--- config.mk ---
export PLATFORM = sky130hd
export DESIGN_NAME = lbfgs_div
export DESIGN_NICKNAME = d
export VERILOG_FILES = /design/src/rtl/lbfgs_pkg.sv /design/src/rtl/lbfgs_div.sv
export SDC_FILE = /design/constraint.sdc
export NUM_CORES = 1
export LEC_CHECK = 0
export ABC_AREA = 1
export ABC_CLOCK_PERIOD_IN_PS = 4380
export BUFFER_PORTS_ARGS = -buffer_cell sky130_fd_sc_hd__buf_2
export CORE_MARGIN = 2
export CORE_UTILIZATION = 39
export DETAILED_ROUTE_END_ITERATION = 8
export PLACE_DENSITY_LB_ADDON = 0.15
export SLEW_MARGIN = 20
export SYNTH_ARGS = -nofsm -noshare
export SYNTH_HDL_FRONTEND = slang
export SYNTH_SLANG_ARGS = --single-unit
--- constraint.sdc ---
create_clock -name clk -period 4.38 [get_ports clk]
set_input_delay 0.438 -clock clk [delete_from_list [all_inputs] [get_ports clk]]
set_output_delay 0.438 -clock clk [all_outputs]
set_load 0.005 [all_outputs]
--- src/rtl/lbfgs_pkg.sv ---
// lbfgs_pkg: shared constants, types and helpers of the l-bfgs direction unit
// no dependencies

package lbfgs_pkg;

  localparam int HistDepth = 3;
  localparam int VecLen    = 64;
  localparam int IdxW      = $clog2(VecLen);
  localparam int CntW      = $clog2(VecLen + 1);
  localparam int SlotW     = (HistDepth > 1) ? $clog2(HistDepth) : 1;
  localparam int FillW     = $clog2(HistDepth + 1);
  localparam int HAddrW    = $clog2(HistDepth * VecLen);

  localparam logic signed [31:0] SatMax = 32'sh7fffffff;
  localparam logic signed [31:0] SatMin = 32'sh80000000;

  // divider request
  typedef struct packed {
    logic               start;
    logic signed [63:0] num;
    logic signed [63:0] den;
  } div_req_t;

  function automatic logic signed [31:0] sat32(input logic signed [65:0] v);
    if (v > 66'sd2147483647) return SatMax;
    if (v < -66'sd2147483648) return SatMin;
    return v[31:0];
  endfunction

  // q16.16 product: exact 64 bit product, arithmetic shift is floor
  function automatic logic signed [47:0] mulq(input logic signed [31:0] a,
                                              input logic signed [31:0] b);
    logic signed [63:0] p;
    p = a * b;
    return p[63:16];
  endfunction

endpackage

--- src/rtl/lbfgs_div.sv ---
// lbfgs_div: serial q16.16 divider, one quotient bit per cycle
// depends on lbfgs_pkg

module lbfgs_div (
  input  logic                     clk,
  input  logic                     rst_n,
  input  lbfgs_pkg::div_req_t      req,
  output logic                     done,
  output logic signed [31:0]       quo
);
  import lbfgs_pkg::*;

  // |num|*65536 / |den| restoring, 80 bit dividend, quotient clamped to 2^31
  logic [79:0] rem_r, rem_nxt;
  logic [79:0] dvd_r, dvd_nxt;
  logic [63:0] den_r, den_nxt;
  logic [79:0] q_r, q_nxt;
  logic [6:0]  cnt_r, cnt_nxt;
  logic        busy_r, busy_nxt;
  logic        neg_r, neg_nxt;
  logic        done_r, done_nxt;
  logic [80:0] trial;
  logic [63:0] un, ud;
  logic [79:0] qc;

  always_comb begin
    un = req.num[63] ? 64'(-req.num) : req.num;
    ud = req.den[63] ? 64'(-req.den) : req.den;
  end

  always_comb begin
    rem_nxt = rem_r; dvd_nxt = dvd_r; den_nxt = den_r; q_nxt = q_r;
    cnt_nxt = cnt_r; busy_nxt = busy_r; neg_nxt = neg_r; done_nxt = 1'b0;
    trial = {rem_r, dvd_r[79]} - {17'd0, den_r};
    if (req.start) begin
      rem_nxt = '0; dvd_nxt = {un, 16'd0}; den_nxt = ud; q_nxt = '0;
      cnt_nxt = 7'd80; busy_nxt = (ud != 64'd0);
      done_nxt = (ud == 64'd0);
      neg_nxt = (req.num[63] != req.den[63]) && (ud != 64'd0);
    end else if (busy_r) begin
      if (!trial[80]) begin
        rem_nxt = trial[79:0]; q_nxt = {q_r[78:0], 1'b1};
      end else begin
        rem_nxt = {rem_r[78:0], dvd_r[79]}; q_nxt = {q_r[78:0], 1'b0};
      end
      dvd_nxt = {dvd_r[78:0], 1'b0};
      cnt_nxt = cnt_r - 7'd1;
      if (cnt_r == 7'd1) begin
        busy_nxt = 1'b0; done_nxt = 1'b1;
      end
    end
  end

  always_ff @(posedge clk) begin
    if (!rst_n) begin
      busy_r <= 1'b0; done_r <= 1'b0; cnt_r <= '0; q_r <= '0; neg_r <= 1'b0;
    end else begin
      busy_r <= busy_nxt; done_r <= done_nxt; cnt_r <= cnt_nxt;
      q_r <= q_nxt; neg_r <= neg_nxt;
    end
    rem_r <= rem_nxt; dvd_r <= dvd_nxt; den_r <= den_nxt;
  end

  always_comb begin
    qc = (q_r >= 80'h80000000) ? 80'h80000000 : q_r;
    if (neg_r) quo = sat32(-$signed({2'b00, qc[63:0]}));
    else       quo = sat32($signed({2'b00, qc[63:0]}));
  end
  assign done = done_r;

endmodule

== Yosys cells after proc, flatten, opt, wreduce, memory -nomap -nowiden ==
Index checks and enable logic that the tools add are counted.
Operators by class
  add/subtract/negate cells: 5
  magnitude comparators: 4
  muxes and demuxes: 29
  reductions and logical operators: 5
  equal/unequal tests: 2
  bitwise logic cells: 1
Operators with widths (count)
  $mux 80: 3
  $mux 32: 7
  $mux 64: 3
  $neg 64->64: 2
  $sub 81x64->81: 1
  $ge 80x32->1 const B: 1
  $gt 66x32->1 const B: 1
  $lt 66x32->1 const B: 1
  $neg 64->66: 1
  $gt 64x31->1 const B: 1
  $logic_not 64->1: 1
  $reduce_bool 64->1: 1
  $mux 1: 14
  $mux 7: 2
  $eq 7x1->1 const B: 1
  $sub 7x1->7 const B: 1
  $reduce_bool 2->1: 1
  $reduce_or 2->1: 1
  $logic_and 1x1->1: 1
  $ne 1x1->1: 1
  $not 1->1: 1
Storage, ports and cells
  input bits: 131
  output and inout port bits: 33
  register bits: 298
  logic and storage cells: 55

== Depth between registers and ports, before layout ==
Gate-level depths: netlist of the first run.
  word-level depth: 11
  mapped depth: 21
  depth with buffers taken out: 20

== Worst setup path before layout of the first run ==
OpenSTA, ideal clock, no wires.
  path kind: input -> register
  from: in req[128] (netlist name)
  to: reg dvd_r[16] (enable)
  setup slack: 1.159 ns
  data arrival time: 2.770 ns
  setup time: 0.451 ns
  path buffers: 2
  stages: 4
  data required time: 3.929 ns
  cell sequence: clkbuf_1 -> nor2_1 -> inv_1 -> clkbuf_1
On the way
  longest elaborated chain between the ends: 1
RTL lines
  start: declaration: RTL line lbfgs_div.sv:7  | input lbfgs_pkg::div_req_t req,
  $reduce_bool 2->1 (no line)
  end signal: assignment: RTL line lbfgs_div.sv:61  | rem_r <= rem_nxt; dvd_r <= dvd_nxt; den_r <= den_nxt;
  end: declaration: RTL line lbfgs_div.sv:15  | logic [79:0] dvd_r, dvd_nxt;
Every way passes these cells.
A chain may end at the register's enable or synchronous reset.

== Worst setup path in the final report of the first run ==
  from: reg den_r[0]
  to: reg rem_r[42]
On the way
  longest elaborated chain between the ends: 2
RTL lines
  start: declaration: RTL line lbfgs_div.sv:16  | logic [63:0] den_r, den_nxt;
  start signal: assignment: RTL line lbfgs_div.sv:61
  $sub 81x64->81: RTL line lbfgs_div.sv:34  | trial = {rem_r, dvd_r[79]} - {17'd0, den_r};
  $mux 80: RTL line lbfgs_div.sv:41  | if (!trial[80]) begin
  end signal: assignment: RTL line lbfgs_div.sv:61
  end: declaration: RTL line lbfgs_div.sv:14  | logic [79:0] rem_r, rem_nxt;
Every way passes these cells.

==> results.py, run 1 <==
metrics = {
    "synth": {
        "yosys_warnings": 0,
        "synthDistinctLibCells": 52,
        "yosysTopAreaCell": "nand2_1",
        "synthTopCellsByArea": "nand2_1, edfxtp_1, dfxtp_1, nor2_1, inv_1",
        "synth.cell_area_um2": 23580,
        "async_reset_ff_frac": 0,
        "synth-main-ff-cell": "dfxtp_1",
        "synth_area_per_cell_um2": 6.214,
        "synth_seq_cells": 298,
        "syn_inst": 3794,
        "synth_edf_count": 128,
        "synth_nets": 3995,
        "synth_top_area_share": 0.1818,
        "synth_common_cells": "nand2_1, nor2_1, inv_1",
        "synth_most_common_cell": "nand2_1",
        "synth_seq_area_share": 0.3074,
    },
    "global_route": {
        "track_usage": 0.2537,
        "grt_max_degree": 82,
        "grt_first_pass_wirelength_um": 127100,
        "gr-total-overflow": 0,
        "antenna_found_initial": 1,
        "grt_pass1_vias": 22970,
    },
    "timing": {
        "clock_skew_ns": 0.01952,
        "max_freq_mhz": 248.4,
        "tns_ns": 0,
        "hold_viol": 0,
        "setup-violations-final": 0,
        "relSlewSlack": 0.3504,
        "slew_viol_final": 0,
        "period_needed_ns": 4.025,
        "tightest_slew_ns": 0.9730,
        "rsz0062_at_grt": "false",
        "period_share": 0.9191,
    },
    "placement": {
        "dpl.hpwl_um": 63390,
        "place_congestion": 0.9898,
        "dp.cells": 4641,
        "io_buffers": 163,
    },
    "clocking": {
        "clk_latency_ns": 0.57,
        "cts_root_buf": "clkbuf_16",
        "cts_setup_buffers": 0,
        "cts_buffers": 38,
        "cts.path.max_buffers": 3,
        "cts_max_level": 2,
        "cts.hold.buffers_added": 0,
        "cts_resized": 0,
        "cts_tree": "built",
        "path_clk_slew_ns": 0.06,
        "cts_num_sinks": 298,
    },
    "die": {
        "top_level_ports": 164,
        "die-area_um2": 62430,
        "num_rows": 90,
        "initial_core_util": 0.3928,
        "fp.dieH_um": 249.9,
        "die_w_um": 249.9,
        "core_um2": 60020,
    },
    "routing": {
        "vias_per_cell": 5.204,
        "drc": 0,
        "routed_wl_um": 80440,
        "drt-initial-drc-count": 2043,
        "drt_first_pass_iters": 5,
        "final_antenna_net_count": 0,
        "vias": 24520,
        "avgRoutedWirePerCell_um": 17.07,
    },
    "run": {
        "drv_cap": 0,
    },
    "setup_path": {
        "worstSetupPathType": "flip-flop to flip-flop",
        "arrival_ns": 4.49,
        "setup.worst_path.start_class": "flip-flop",
        "endpoint_kind": "flip-flop",
        "critPathRequiredTime_ns": 4.84,
        "worstPathMaxFanout": 6,
    },
    "final_layout": {
        "fill_cells": 6564,
        "drive_above_1_share": 0.07534,
        "fin_nets": 4100,
        "diodes": 0,
        "final_cells": 4711,
        "syn_to_final_growth_pct": 11.90,
    },
    "pwr": {
        "power_uw": 14120,
        "powerDensity_nw_per_um2": 535.4,
        "vdd.ir_drop.worst_uv": 673.5,
        "leakage_uw": 0.01154,
    },
    "hold_path": {
        "min_path_type": "input port to flip-flop",
    },
    "run_status": {
        "status": "completed",
    },
}
==> kinds of logic after synthesis <==
logic type / after synthesis / synth area share
buffers and inverters: 547 / 0.09139
adder cells (fa/ha/maj): 70 / 0.03747
flip-flops: 298 / 0.3074
AO/OA/AOI/OAI: 611 / 0.1413
AND/OR/NAND/NOR: 2120 / 0.3674
XOR/XNOR: 148 / 0.05498
==> metal layers <==
metal / share of wire / vias to the layer above / wire length (µm) / track usage
met2: 0.44 / 671 / 35500 / 0.4021
met5: 0.00020 / - / 16 / 0
met1: 0.47 / 11240 / 37980 / 0.3567
met3: 0.058 / 128 / 4669 / 0.03536
met4: 0.028 / 2 / 2268 / 0.07694
li1: - / 12470 / - / -
==> worst max-delay path, cell delays in order (launching register included) <==
cell	delay, ns
edfxtp_1	0.42
ha_1	0.28
fa_1	0.43
inv_1	0.11
nand3_1	0.07
nand2_1	0.22
a21oi_1	0.25
o21ai_0	0.71
nand2_1	0.12
nand2_1	0.26
a21oi_1	0.23
o21ai_0	0.42
nand2_1	0.09
inv_1	0.07
o21ai_0	0.07
nand3_1	0.10
nand2_1	0.06
==> sequential cells by signal, indices dropped and copies added, names as in the netlist <==
register and cells:
busy_r 1, dvd_r 64, neg_r 1, done 1, cnt_r 7, den_r 64, rem_r 80, q_r 80
==> worst paths after layout <==
kind / cells past startpoint / end / slack, ns / startpoint
worst max-delay path: 16 / rem_r[42]$_SDFFE_PP0P_ / 0.35 / den_r[0]$_DFFE_PP_
worst min-delay path: 1 / den_r[0]$_DFFE_PP_ / 0.1 / req[0]
worst max register to register: 16 / rem_r[42]$_SDFFE_PP0P_ / 0.35 / den_r[0]$_DFFE_PP_
worst min register to register: 2 / q_r[66]$_SDFFE_PP0P_ / 0.48 / q_r[65]$_SDFFE_PP0P_
==> cells in the final DEF (no fill, tap or decap), types with 20 or more instances in the layout <==
| cell type | instances |
|---|---|
| xnor2_1 | 78 |
| inv_1 | 420 |
| nor4_1 | 22 |
| dfxtp_1 | 169 |
| xor2_1 | 70 |
| nor2_1 | 604 |
| nand3b_1 | 25 |
| o21ai_0 | 241 |
| clkbuf_16 | 38 |
| nand3_1 | 194 |
| edfxtp_1 | 128 |
| nand4_1 | 50 |
| ha_1 | 69 |
| a21oi_1 | 234 |
| nand2_1 | 1141 |
| buf_2 | 162 |
| a31oi_1 | 20 |
| nor3_1 | 41 |
| o21ai_1 | 35 |
==> final cells by class <==
class                           count  area [µm²]  share of cell area
Clock buffer                       48        1008             0.03823
Inverter                          428        1607             0.06090
Sequential cell                   298        7248              0.2748
Clock inverter                     22       320.3             0.01214
Timing Repair Buffer              184        1013             0.03842
Multi-Input combinational cell   2949       14200              0.5385
Tap cell                          782       978.4             0.03709
==> metrics by stage <==
step	utilization	hold WS [ns]	setup WS (ns)	cell area (µm²)
6_report	0.4395	0.09850	0.3545	26380
4_1_cts	0.4395	0.07078	0.4228	26380
3_3_place_gp	0.4174	0.4616	0.5142	25050
5_1_grt	0.4395	0.07328	0.1229	26380
2_1_floorplan	-	0.4435	1.159	23580
3_5_place_dp	0.4174	0.4627	0.5044	25050
==> power by group <==
part	total, µW	internal (µW)	leakage (µW)	switching (µW)
logic	7140	2280	0.00824	4860
registers	3650	3330	0.00266	320
clock network	3330	2020	0.000639	1320
total	14100	7620	0.0115	6500
No activity file was read; power rests on OpenSTA's default activity.
==> run 2: changes to the inputs <==
CTS_BUF_LIST = sky130_fd_sc_hd__clkbuf_4 sky130_fd_sc_hd__clkbuf_8 sky130_fd_sc_hd__clkbuf_16   (was unset)
==> results.py, run 2 (synthesis gave the netlist of run 1 again) <==
metrics = {
    "run_status": {
        "status": "completed",
    },
    "final_layout": {
        "final_cell_mix": "nand2_1, nor2_1, inv_1, o21ai_0, a21oi_1",
        "post-route-util": 0.4400,
        "syn_to_final_growth_pct": 12.03,
        "register_area_um2": 7248,
        "diodes": 0,
        "final_common_cell": "nand2_1",
        "drive_above_1_share": 0.07737,
        "fin_nets": 4100,
        "fill_cells": 6556,
        "reg_top3": "q_r x80, rem_r x80",
        "multi_input_area_um2": 14200,
    },
    "global_route": {
        "antenna_found_initial": 1,
        "gr-usage-met3": 0.03536,
        "grt_pass1_vias": 22970,
        "grt_max_degree": 82,
        "track_usage": 0.2537,
        "grt_use_met2": 0.4020,
        "grt_first_pass_wirelength_um": 127000,
        "gr-total-overflow": 0,
        "globalRouteMet1Util": 0.3567,
        "gr-max-usage-layer": "met2",
    },
    "clocking": {
        "cts_max_level": 2,
        "cts_root_buf": "clkbuf_16",
        "cts_tree": "built",
        "cts_resized": 0,
        "cts_setup_buffers": 0,
        "clk_latency_ns": 0.57,
        "cts_num_sinks": 298,
        "cts_buffers": 38,
        "path_clk_slew_ns": 0.06,
        "cts.path.max_buffers": 3,
        "cts.hold.buffers_added": 0,
    },
    "pwr": {
        "leakage_uw": 0.01156,
        "vdd.ir_drop.worst_uv": 677.9,
        "powerDensity_nw_per_um2": 536.7,
        "power_uw": 14180,
    },
    "timing": {
        "tns_ns": 0,
        "tightest_slew_ns": 0.9764,
        "max_freq_mhz": 250.0,
        "clock_skew_ns": 0.01914,
        "period_share": 0.9134,
        "period_needed_ns": 4.001,
        "holdWs_ns": 0.09854,
        "setup-violations-final": 0,
        "relSlewSlack": 0.3481,
        "final.setup.worst_slack_ns": 0.3794,
        "rsz0062_at_grt": "false",
        "slew_viol_final": 0,
        "hold_viol": 0,
    },
    "routing": {
        "drt_first_pass_iters": 6,
        "routed_wl_um": 80430,
        "drc": 0,
        "final_antenna_net_count": 0,
        "vias_per_cell": 5.210,
        "vias": 24550,
        "drt-initial-drc-count": 2007,
        "avgRoutedWirePerCell_um": 17.07,
    },
    "placement": {
        "place_congestion": 0.9898,
        "io_buffers": 163,
        "dpl.hpwl_um": 63390,
        "place_ws_ns": 0.5044,
    },
    "setup_path": {
        "worstPathMaxFanout": 6,
        "arrival_ns": 4.46,
        "worstSetupPathType": "flip-flop to flip-flop",
        "critPathLaunch": "den_r[0]$_DFFE_PP_",
        "endpoint_kind": "flip-flop",
        "critPathRequiredTime_ns": 4.84,
        "setup.worst_path.start_class": "flip-flop",
        "r2r_start": "den_r[0]$_DFFE_PP_",
    },
    "hold_path": {
        "min_path_type": "input port to flip-flop",
        "hold_path.startpoint": "req[0]",
    },
    "die": {
        "die-area_um2": 62430,
        "num_rows": 90,
        "fp.dieH_um": 249.9,
        "initial_core_util": 0.3928,
        "die_w_um": 249.9,
        "core_um2": 60020,
        "top_level_ports": 164,
    },
    "run": {
        "drv_cap": 0,
    },
}
## run 2: cell counts in the layout (fill, tap and decap cells not counted)
No cell type changed its count.
## run 2: worst paths after layout
check,depth (start not counted),slack [ns],to
worst max-delay path,16,0.38,rem_r[42]$_SDFFE_PP0P_
worst min-delay path,1,0.1,den_r[0]$_DFFE_PP_
worst max register to register,16,0.38,rem_r[42]$_SDFFE_PP0P_
worst min register to register,2,0.48,q_r[66]$_SDFFE_PP0P_
## run 2: cell type report
type                       instances  share of cell area
clock buffer                      48             0.03932
clock inverter                    22             0.01213
inverter                         428             0.06083
tap                              782             0.03705
multi-input combinational       2949              0.5379
timing repair buffer             184             0.03837
sequential                       298              0.2744
## run 2: where the power goes
part           leakage, µW  total (µW)  switching, µW  internal [µW]
clock             0.000666        3390           1320           2070
sequential         0.00266        3650            321           3330
combinational      0.00824        7140           4860           2280
## run 2: per-layer routing
metal / vias to the layer above / wire [µm]
met2: 711 / 35440
met1: 11240 / 37650
met3: 131 / 5017
li1: 12460 / -
met5: - / 16
met4: 2 / 2308
## run 2: per-stage QoR
step	std cells	area, µm²
floorplan	3794	23580
CTS	4711	26410
detailed placement	4641	25050
global route	4711	26410
global placement	4641	25050
finish	4711	26410
## run 2: worst max-delay path, stage by stage (launching register included)
cell	delay (ns)
edfxtp_1	0.42
ha_1	0.28
fa_1	0.43
inv_1	0.12
nand3_1	0.08
nand2_1	0.22
a21oi_1	0.25
o21ai_0	0.68
nand2_1	0.12
nand2_1	0.26
a21oi_1	0.23
o21ai_0	0.42
nand2_1	0.09
inv_1	0.07
o21ai_0	0.07
nand3_1	0.10
nand2_1	0.06
